<file path="config.mk">
export PLATFORM = sky130hd
export DESIGN_NAME = lru_page_replacement
export DESIGN_NICKNAME = d
export VERILOG_FILES = /design/src/sv/lrp_pkg.sv /design/src/sv/lrp_cell.sv /design/src/sv/lru_page_replacement.sv
export SDC_FILE = /design/constraint.sdc
export NUM_CORES = 1
export LEC_CHECK = 0
export BUFFER_PORTS_ARGS = -buffer_cell sky130_fd_sc_hd__buf_2
export CAP_MARGIN = 20
export CORE_ASPECT_RATIO = 2
export CORE_MARGIN = 8
export CORE_UTILIZATION = 54
export DETAILED_ROUTE_END_ITERATION = 7
export GPL_TIMING_DRIVEN = 0
export PLACE_DENSITY_LB_ADDON = 0.1
export SLEW_MARGIN = 20
export SYNTH_ARGS = -nofsm -noshare
export SYNTH_HDL_FRONTEND = slang
export SYNTH_SLANG_ARGS = --single-unit
export TNS_END_PERCENT = 100
</file>
<file path="constraint.sdc">
create_clock -name clk -period 3.95 [get_ports clk]
set_input_delay 0.79 -clock clk [delete_from_list [all_inputs] [get_ports clk]]
set_output_delay 0.79 -clock clk [all_outputs]
set_load 0.02 [all_outputs]
</file>
<file path="src/sv/lrp_pkg.sv">
package lrp_pkg;

    localparam int MAX_FRAMES_DEF = 8;
    localparam int PAGE_BITS_DEF  = 16;
    localparam int CFG_W          = 4;
    localparam int CNT_W          = 32;

    localparam logic [CFG_W-1:0] FRAMES_RESET = 4'd3;
    localparam logic [CNT_W-1:0] CNT_MAX      = {CNT_W{1'b1}};

    // Control that every cell of the stack sees in the same cycle.
    typedef struct packed {
        logic load;
        logic hit;
    } cell_ctl_t;

endpackage

</file>
<file path="src/sv/lrp_cell.sv">
module lrp_cell
    import lrp_pkg::*;
#(
    parameter int PAGE_BITS = PAGE_BITS_DEF,
    parameter int OCC_W     = 4,
    parameter int IDX       = 0
)
(
    input  logic                 clk,
    input  cell_ctl_t            ctl,
    input  logic [PAGE_BITS-1:0] page,
    input  logic [PAGE_BITS-1:0] nbr_entry,
    input  logic [OCC_W-1:0]     occ,
    input  logic [OCC_W-1:0]     lim,
    input  logic                 seen_in,
    input  logic [PAGE_BITS-1:0] ev_in,
    output logic [PAGE_BITS-1:0] entry,
    output logic                 seen_out,
    output logic [PAGE_BITS-1:0] ev_out
);

    logic [PAGE_BITS-1:0] entry_reg;
    logic                 occupied;
    logic                 match;
    logic                 bottom;
    logic                 shift;

    assign occupied = OCC_W'(IDX) < occ;
    assign bottom   = OCC_W'(IDX + 1) == occ;
    assign match    = occupied && (entry_reg == page);
    assign seen_out = seen_in | match;

    // The bottom resident page travels down the chain as the eviction candidate.
    assign ev_out   = ev_in | (bottom ? entry_reg : '0);

    // On a hit every cell above the matching one moves down one place; on a
    // miss every cell down to the limit does.
    assign shift    = ctl.hit ? !seen_in : (OCC_W'(IDX) <= lim);

    always_ff @(posedge clk)
    begin
        if (ctl.load && shift)
        begin
            entry_reg <= nbr_entry;
        end
    end

    assign entry = entry_reg;

endmodule

</file>
<file path="src/sv/lru_page_replacement.sv">
// The result word of a reference is registered at the clock edge that accepts the reference.
// One reference per cycle unless the result is stalled; a new word is taken as the result is taken.
// The whole stack is updated at once by the row of cells comparing in parallel.
// Reset: asynchronous, active low; the stack is empty, both totals are zero and
// frames_reg is 3. No clearing pass is needed.
module lru_page_replacement
    import lrp_pkg::*;
#(
    parameter int MAX_FRAMES = MAX_FRAMES_DEF,
    parameter int PAGE_BITS  = PAGE_BITS_DEF
)
(
    input  logic                 clk,
    input  logic                 rst_n,
    input  logic                 cfg_valid,
    output logic                 cfg_ready,
    input  logic [CFG_W-1:0]     cfg_data,
    input  logic                 in_valid,
    output logic                 in_ready,
    input  logic [PAGE_BITS-1:0] page,
    output logic                 out_valid,
    input  logic                 out_ready,
    output logic                 hit,
    output logic                 evicted_valid,
    output logic [PAGE_BITS-1:0] evicted_page,
    output logic [CNT_W-1:0]     hit_total,
    output logic [CNT_W-1:0]     fault_total
);

    localparam int OCC_W = $clog2(MAX_FRAMES + 1);
    localparam int CMP_W = (OCC_W > CFG_W) ? OCC_W : CFG_W;

    logic [CFG_W-1:0]     frames_reg;
    logic [OCC_W-1:0]     occ_reg;
    logic [OCC_W-1:0]     occ_next;
    logic [CNT_W-1:0]     hit_cnt_reg;
    logic [CNT_W-1:0]     hit_cnt_next;
    logic [CNT_W-1:0]     fault_cnt_reg;
    logic [CNT_W-1:0]     fault_cnt_next;
    logic                 out_valid_reg;
    logic                 out_valid_next;
    logic                 hit_reg;
    logic                 ev_valid_reg;
    logic [PAGE_BITS-1:0] ev_page_reg;

    logic [CMP_W-1:0]     cfg_ext;
    logic [CMP_W-1:0]     max_ext;
    logic [CMP_W-1:0]     frames;
    logic                 evict;
    logic [OCC_W-1:0]     lim;
    logic                 load;
    cell_ctl_t            ctl;

    logic [PAGE_BITS-1:0] entry [MAX_FRAMES];
    logic [PAGE_BITS-1:0] nbr   [MAX_FRAMES];
    logic                 seen  [MAX_FRAMES+1];
    logic [PAGE_BITS-1:0] ev    [MAX_FRAMES+1];

    assign cfg_ready = 1'b1;
    assign in_ready  = !out_valid_reg || out_ready;
    assign load      = in_valid && in_ready;

    assign cfg_ext = CMP_W'(frames_reg);
    assign max_ext = CMP_W'(MAX_FRAMES);
    assign frames  = (cfg_ext == '0) ? CMP_W'(1) :
                     ((cfg_ext > max_ext) ? max_ext : cfg_ext);

    assign evict = CMP_W'(occ_reg) >= frames;
    assign lim   = evict ? (occ_reg - OCC_W'(1)) : occ_reg;

    assign seen[0] = 1'b0;
    assign ev[0]   = '0;
    assign ctl.load = load;
    assign ctl.hit  = seen[MAX_FRAMES];

    genvar gi;
    generate
        for (gi = 0; gi < MAX_FRAMES; gi++)
        begin : g_cell
            if (gi == 0)
            begin : g_top
                assign nbr[gi] = page;
            end
            else
            begin : g_rest
                assign nbr[gi] = entry[gi-1];
            end

            lrp_cell #(
                .PAGE_BITS (PAGE_BITS),
                .OCC_W     (OCC_W),
                .IDX       (gi)
            ) u_cell (
                .clk       (clk),
                .ctl       (ctl),
                .page      (page),
                .nbr_entry (nbr[gi]),
                .occ       (occ_reg),
                .lim       (lim),
                .seen_in   (seen[gi]),
                .ev_in     (ev[gi]),
                .entry     (entry[gi]),
                .seen_out  (seen[gi+1]),
                .ev_out    (ev[gi+1])
            );
        end
    endgenerate

    always_comb
    begin
        occ_next       = occ_reg;
        hit_cnt_next   = hit_cnt_reg;
        fault_cnt_next = fault_cnt_reg;
        out_valid_next = out_valid_reg;
        if (out_ready)
        begin
            out_valid_next = 1'b0;
        end
        if (load)
        begin
            out_valid_next = 1'b1;
            if (ctl.hit)
            begin
                if (hit_cnt_reg != CNT_MAX)
                begin
                    hit_cnt_next = hit_cnt_reg + CNT_W'(1);
                end
            end
            else
            begin
                if (!evict)
                begin
                    occ_next = occ_reg + OCC_W'(1);
                end
                if (fault_cnt_reg != CNT_MAX)
                begin
                    fault_cnt_next = fault_cnt_reg + CNT_W'(1);
                end
            end
        end
    end

    always_ff @(posedge clk or negedge rst_n)
    begin
        if (!rst_n)
        begin
            frames_reg    <= FRAMES_RESET;
            occ_reg       <= '0;
            hit_cnt_reg   <= '0;
            fault_cnt_reg <= '0;
            out_valid_reg <= 1'b0;
        end
        else
        begin
            if (cfg_valid && cfg_ready)
            begin
                frames_reg <= cfg_data;
            end
            occ_reg       <= occ_next;
            hit_cnt_reg   <= hit_cnt_next;
            fault_cnt_reg <= fault_cnt_next;
            out_valid_reg <= out_valid_next;
        end
    end

    always_ff @(posedge clk)
    begin
        if (load)
        begin
            hit_reg      <= ctl.hit;
            ev_valid_reg <= !ctl.hit && evict;
            ev_page_reg  <= (!ctl.hit && evict) ? ev[MAX_FRAMES] : '0;
        end
    end

    // The totals only move when a word is accepted, which needs the output to be free or being taken.
    assign out_valid     = out_valid_reg;
    assign hit           = hit_reg;
    assign evicted_valid = ev_valid_reg;
    assign evicted_page  = ev_page_reg;
    assign hit_total     = hit_cnt_reg;
    assign fault_total   = fault_cnt_reg;

endmodule

</file>
== Word-level counts from Yosys, hierarchy flattened ==
Index checks and enable logic that the tools add are counted.

* Memory bits (read-only): 0
* Memory bits (writable): 0
* Word-level logic and storage cells: 126
* Bits in latches: 0
* Memories: 0
* Flip-flop bits (word level): 219
* Output and inout bits: 85

* Equality and inequality tests: 18
* Multipliers: 0
* Bitwise logic cells: 16
* $lt $le $gt $ge: 18
* Add/sub/neg operators: 4
* Div/mod/pow operators: 0
* Multiplexer cells: 21
* Shift operators: 0
* Reduce and logical (&&, ||, !) cells: 33

{| class="wikitable"
|+ Operator list
! cell !! count
|-
| 16-bit == test || 8
|-
| 16-bit two-way mux || 8
|-
| 16-bit bitwise OR || 7
|-
| 32-bit by 1-bit adder with 32-bit output, second input constant || 2
|-
| 32-bit inequality test, second input constant || 2
|-
| 1-bit logical AND || 18
|-
| 3-bit by 4-bit == test with 1-bit output, first input constant || 4
|-
| 3-bit by 4-bit less-or-equal comparator with 1-bit output, first input constant || 4
|-
| 3-bit by 4-bit less-than comparator with 1-bit output, first input constant || 4
|-
| 4-bit two-way mux || 3
|-
| 1-bit two-way mux || 10
|-
| 1-bit logical NOT || 9
|-
| 3-bit AND reduction || 3
|-
| 2-bit by 4-bit == test with 1-bit output, first input constant || 2
|-
| 1-bit by 4-bit less-or-equal comparator with 1-bit output, first input constant || 2
|-
| 2-bit by 4-bit less-or-equal comparator with 1-bit output, first input constant || 2
|-
| 1-bit by 4-bit less-than comparator with 1-bit output, first input constant || 2
|-
| 2-bit by 4-bit less-than comparator with 1-bit output, first input constant || 2
|-
| 1-bit bitwise OR || 7
|-
| 4-bit by 1-bit adder with 4-bit output, second input constant || 1
|-
| 1-bit by 4-bit == test with 1-bit output, first input constant || 1
|-
| 4-bit == test, first input constant || 1
|-
| 4-bit >= comparator || 1
|-
| 4-bit greater-than comparator, second input constant || 1
|-
| 5 further kinds || 6
|}

== Longest topological paths before layout ==
* Depth in word-level cells: 11
* Depth in mapped cells: 14
* Depth with buffers taken out: 12

== Modules after synthesis ==
From an unflattened synthesis, not the netlist that was laid out.

* Cell total of the unflattened synthesis: 875
* Area total of the unflattened synthesis: 11,009.3 um^2

{| class="wikitable"
|+ By module, submodules not included
! module !! cells an instance !! times used !! area an instance (um^2)
|-
| lru_page_replacement || 389 || 1 || 4,325.4
|-
| lrp_cell (g_cell[3].u_cell) || 60 || 1 || 843.3
|-
| lrp_cell (g_cell[7].u_cell) || 60 || 1 || 842.1
|-
| lrp_cell (g_cell[5].u_cell) || 64 || 1 || 840.8
|-
| lrp_cell (g_cell[1].u_cell) || 59 || 1 || 839.6
|-
| lrp_cell (g_cell[0].u_cell) || 58 || 1 || 835.8
|-
| lrp_cell (g_cell[4].u_cell) || 61 || 1 || 832.0
|-
| lrp_cell (g_cell[6].u_cell) || 62 || 1 || 829.5
|-
| lrp_cell (g_cell[2].u_cell) || 62 || 1 || 820.8
|}

== Worst setup path after synthesis ==
No wires, ideal clock.

* Path type: register -> register
* Start: reg occ_reg[0]
* End: reg g_cell[6].u_cell.entry_reg[0] (enable)
* Setup slack: -40 ps
* Arrival time: 3,576 ps
* Library setup time: 414 ps
* Clock period less this slack: 3,990 ps
* Stages on the path, launching flop included: 10
* Buffers on the path: 1
* Cells stage by stage: dfrtp_1 clkinv_1 ha_1 nand2b_1 a21o_1 a21o_1 a21oi_1 clkbuf_1 a31oi_1 a211oi_1

* Word-level cells in the longest chain between the ends: 11
* Elaborated cells between the ends (all ways): 30
* Classes of those cells: add/sub (1); order compare (10); mux (2); bitwise (7); reduce/logical (10)

{| class="wikitable"
|+ Ends and longest elaborated chain
! element !! RTL line !! text
|-
| start: declaration || lru_page_replacement.sv:34 || <nowiki>logic [OCC_W-1:0] occ_reg;</nowiki>
|-
| start signal: assignment || lru_page_replacement.sv:159 || <nowiki>occ_reg <= occ_next;</nowiki>
|-
| 1-bit by 4-bit less-than comparator with 1-bit output || lrp_cell.sv:28 || <nowiki>assign occupied = OCC_W'(IDX) < occ;</nowiki>
|-
| 1-bit logical AND || lrp_cell.sv:30 || <nowiki>assign match = occupied && (entry_reg == page);</nowiki>
|-
| 1-bit bitwise OR (7 in a row) || lrp_cell.sv:31 || <nowiki>assign seen_out = seen_in | match;</nowiki>
|-
| 1-bit two-way mux (*) || lrp_cell.sv:38 || <nowiki>assign shift = ctl.hit ? !seen_in : (OCC_W'(IDX) <= lim);</nowiki>
|-
| 1-bit logical AND (*) || lrp_cell.sv:42 || <nowiki>if (ctl.load && shift)</nowiki>
|-
| end signal: assignment || lrp_cell.sv:44 || <nowiki>entry_reg <= nbr_entry;</nowiki>
|-
| end: declaration || lrp_cell.sv:22 || <nowiki>logic [PAGE_BITS-1:0] entry_reg;</nowiki>
|}

Mark *: on every way between the ends. The rest lies on a longest branch, timed or not.
A chain may end at the register's enable or synchronous reset.

== Worst setup path after layout ==
* Start: reg occ_reg[0]
* End: reg g_cell[1].u_cell.entry_reg[0] (enable)

* Word-level cells in the longest chain between the ends: 11
* Elaborated cells between the ends (all ways): 30
* Classes of those cells: add/sub (1); order compare (10); mux (2); bitwise (7); reduce/logical (10)

{| class="wikitable"
|+ Ends and longest elaborated chain
! element !! RTL line !! text
|-
| 1-bit by 4-bit less-than comparator with 1-bit output || lrp_cell.sv:28 ||
|-
| 1-bit logical AND || lrp_cell.sv:30 ||
|-
| 1-bit bitwise OR (6 in a row) || lrp_cell.sv:31 ||
|-
| 1-bit bitwise OR (*) || lrp_cell.sv:31 ||
|-
| named net g_cell[7].u_cell.seen_out || lrp_cell.sv:18 || <nowiki>output logic seen_out,</nowiki>
|-
| 1-bit two-way mux (*) || lrp_cell.sv:38 ||
|-
| 1-bit logical AND (*) || lrp_cell.sv:42 ||
|-
| end signal: assignment || lrp_cell.sv:44 ||
|-
| end: declaration || lrp_cell.sv:22 ||
|}

The timed path passes the listed nets; every way through them passes the cells marked *.

==> flow_summary.yaml <==
floorplanning:
  rows: 74
  die_h_um: 217.5
  io_pins: 110
  core_um2: 20180
  die_width_um: 116.8
  floorplan.initialDensity_pct: 54.33
  dieArea_um2: 25400
clock_network:
  clk_latency_ns: 0.52
  cts_tree: "built"
  clk_pin_slew_ns: 0.07
  clock_path_buffers: 3
  numCtsBuffers: 21
  cts.sinks: 219
  cts_max_level: 1
  clockRootBuffer: "clkbuf_16"
outcome:
  status: "complete, no violations"
critical_path:
  reg2reg_to: "g_cell[1].u_cell.entry[0]"
  cp-startpoint: "occ_reg[0]"
  rr_startpoint: "occ_reg[0]"
  regToRegSetupSlack_ns: 0.32
  cp.arrival_ns: 3.85
  start_kind: "flip-flop"
  r2r_cells: 12
  required_ns: 4.17
  end_kind: "flip-flop"
  path_class: "reg -> reg"
  worst-path-max-fanout: 9
pwr:
  peakVddDrop_mv: 0.4059
  cellPowerDensity_nw_per_um2: 618.7
  leakage_nw: 4.869
finish:
  diodes: 0
  drive_above_1_share_pct: 22.55
  final_nets: 1024
  largest_reg_flops: 128
  syn_to_final_growth_pct: 16.44
  design_area_um2: 12770
sta:
  tightest_slew_ns: 1.122
  max_slew_margin_pct: 24.98
  final-hold-violation-count: 0
  fin_crit_sh_pct: 91.93
  rsz0062_at_grt: "false"
  setup_violations: 0
  finalMaxSlewViolations: 0
  max_freq_mhz: 275.4
  period_needed_ns: 3.631
  holdWs_ns: 0.2418
  fin_worst_skew_ns: 0.01840
synth:
  ys_ff_latch: 219
  synth_enable_flop_cells: 146
  synth_area_um2: 10970
  ys.flop_type: "edfxtp_1"
  async_reset_ff_share_pct: 33.33
  syn_nets: 880
  synth_cell_types: 68
  ys_seq_area_share_pct: 56.66
  syn_area_per_cell_um2: 12.99
  ys_warn_count: 0
  synthCells: 844
global_route:
  grt_max_degree: 39
  grt-ovfl-total: 0
  antenna_found_initial: 0
  grtUsageTotal_pct: 25.60
  grt_pass1_vias: 7753
  grt_pass1_wl_mm: 47.64
routing:
  vias: 7637
  viasPerCell: 6.023
  firstDrtPassIters: 5
  drt_iter0_drc: 545
  ant_nets: 0
  totalWireLength_mm: 32.11
  drc_errors: 0
  wire_per_inst_um: 25.32
placed_design:
  dpl.hpwl_mm: 23.57
  numPortBuffers: 108
  gp_congestion: 0.9791
  place_area_um2: 12070
job:
  drv_cap: 0
worst_hold_path:
  hold_path.class: "in -> async"
[routing by layer]
layer | share of wire (%) | GRT usage [%] | up-vias
li1 | - | - | 3435
met1 | 38 | 31.22 | 3794
met2 | 52 | 43.06 | 339
met3 | 6.1 | 3.717 | 69
met4 | 4.3 | 12.42 | 0
met5 | 0 | 0 | -
[how the worst max path moves through the flow]
stage,endpoint,cells past startpoint,slack (ns)
floorplan,g_cell[1].u_cell.entry[0],9,0.06
global placement,g_cell[1].u_cell.entry[9],10,-2.06
detailed placement,g_cell[6].u_cell.entry[9],11,-0.15
CTS,g_cell[4].u_cell.entry[4],13,0.04
global route,g_cell[1].u_cell.entry[0],12,0.05
finish,g_cell[1].u_cell.entry[0],12,0.32
[synth_stat cells (3+ instances only)]
library cell  count  area share [%]
a221oi_1         17             1.4
a21oi_1           6            0.27
nand4_1          38             2.2
edfxtp_1        146              40
and2_1            6            0.34
a31oi_1          11            0.63
xor2_1           83             6.6
nor3_1           14            0.64
buf_2             4            0.18
nor4b_2           3            0.41
and4_1            9            0.72
nor4_2            3            0.34
ha_1             11             1.3
nand2_1          37             1.3
a211oi_1          3            0.21
buf_6            17             1.7
a31oi_4           9             1.7
a22o_1           16             1.3
inv_1             8            0.27
nand3_1          40             1.8
clkbuf_1         18            0.62
and3_1           25             1.4
nor4_1           21             1.2
dfrtp_1          71              16
mux2_2            4            0.41
nor2_1           24            0.82
xnor2_1         109             8.7
a22oi_1          32             2.2
nand2b_1          7            0.40
buf_4             4            0.27
[metrics by stage]
step / worst slack, ns / utilization (%) / power (mW) / setup TNS [ns] / cells
after floorplan: 0.05748 / - / 4.904 / 0 / 844
after global placement: -2.057 / 58.72 / 5.752 / -121.66 / 1218
after detailed placement: -0.1527 / 59.78 / 5.933 / -3.023 / 1226
after CTS: 0.04205 / 63.01 / 7.847 / 0 / 1265
after global routing: 0.05213 / 63.27 / 8.187 / 0 / 1268
final: 0.3187 / 63.27 / 7.901 / 0 / 1268
[layout make-up]
type	count	area [um2]
fill	1668	7415
sequential	219	6213
multi-input combinational	569	4457
timing repair buffer	121	755.7
clock buffer	26	554.3
buffer	46	357.8
tap	266	332.8
clock inverter	11	57.56
inverter	10	41.29
[repair_timing]
item	4_1_cts	5_1_grt
setup endpoints to repair	16	67
pin swaps	2	2
resized for setup	0	6
buffers inserted	2	3
hold buffers	0	0
hold endpoints to repair	0	0
[worst max-delay path, stage by stage (launching register included)]
cell and delay, ns:
dfrtp_1 0.54, clkinvlp_4 0.30, ha_1 0.30, and3b_1 0.16
buf_2 0.21, nor2_1 0.17, nand3_1 0.10, nor4_1 0.42
a2111oi_2 0.12, nand2_1 0.20, nor2_2 0.14, a21boi_4 0.43
buf_8 0.22
[cell families after synthesis]
| logic type | count (synthesis) | share of synthesized area, % |
|---|---|---|
| other | 1 | 0.03419 |
| adders and majority gates | 11 | 1.255 |
| xor gates and xnor gates | 194 | 15.63 |
| DFF | 219 | 56.66 |
| AOI/OAI and AO/OA | 109 | 8.899 |
| and+or+nand+nor | 248 | 13.33 |
| buffers and inverters | 56 | 3.594 |
| muxes | 6 | 0.6046 |
[report_power, final]
part | switching [mW] | internal (mW)
sequential | 0.364 | 3.04
clock | 0.866 | 0.999
combinational | 1.68 | 0.949
total | 2.91 | 4.99
[placed cells by master (no fill, tap or decap), types with 5 or more instances in the layout]
| master | synthesis | routed |
|---|---|---|
| a221oi_1 | 17 | 17 |
| a22o_1 | 16 | 16 |
| a22oi_1 | 32 | 32 |
| a31oi_1 | 11 | 11 |
| a31oi_4 | 9 | 9 |
| and2_1 | 6 | 6 |
| and3_1 | 25 | 25 |
| and4_1 | 9 | 9 |
| buf_12 | 1 | 5 |
| buf_2 | 4 | 111 |
| buf_4 | 4 | 7 |
| buf_6 | 17 | 17 |
| buf_8 | 0 | 6 |
| clkbuf_1 | 18 | 21 |
| clkbuf_16 | 0 | 21 |
| clkinv_1 | 1 | 6 |
| dfrtp_1 | 71 | 71 |
| edfxtp_1 | 146 | 146 |
| ha_1 | 11 | 11 |
| inv_1 | 8 | 7 |
| nand2_1 | 37 | 37 |
| nand2b_1 | 7 | 7 |
| nand3_1 | 40 | 40 |
| nand4_1 | 38 | 38 |
| nor2_1 | 24 | 22 |
| nor3_1 | 14 | 14 |
| nor4_1 | 21 | 21 |
| xnor2_1 | 109 | 109 |
| xor2_1 | 83 | 83 |
No activity file was read; power rests on OpenSTA's default activity.
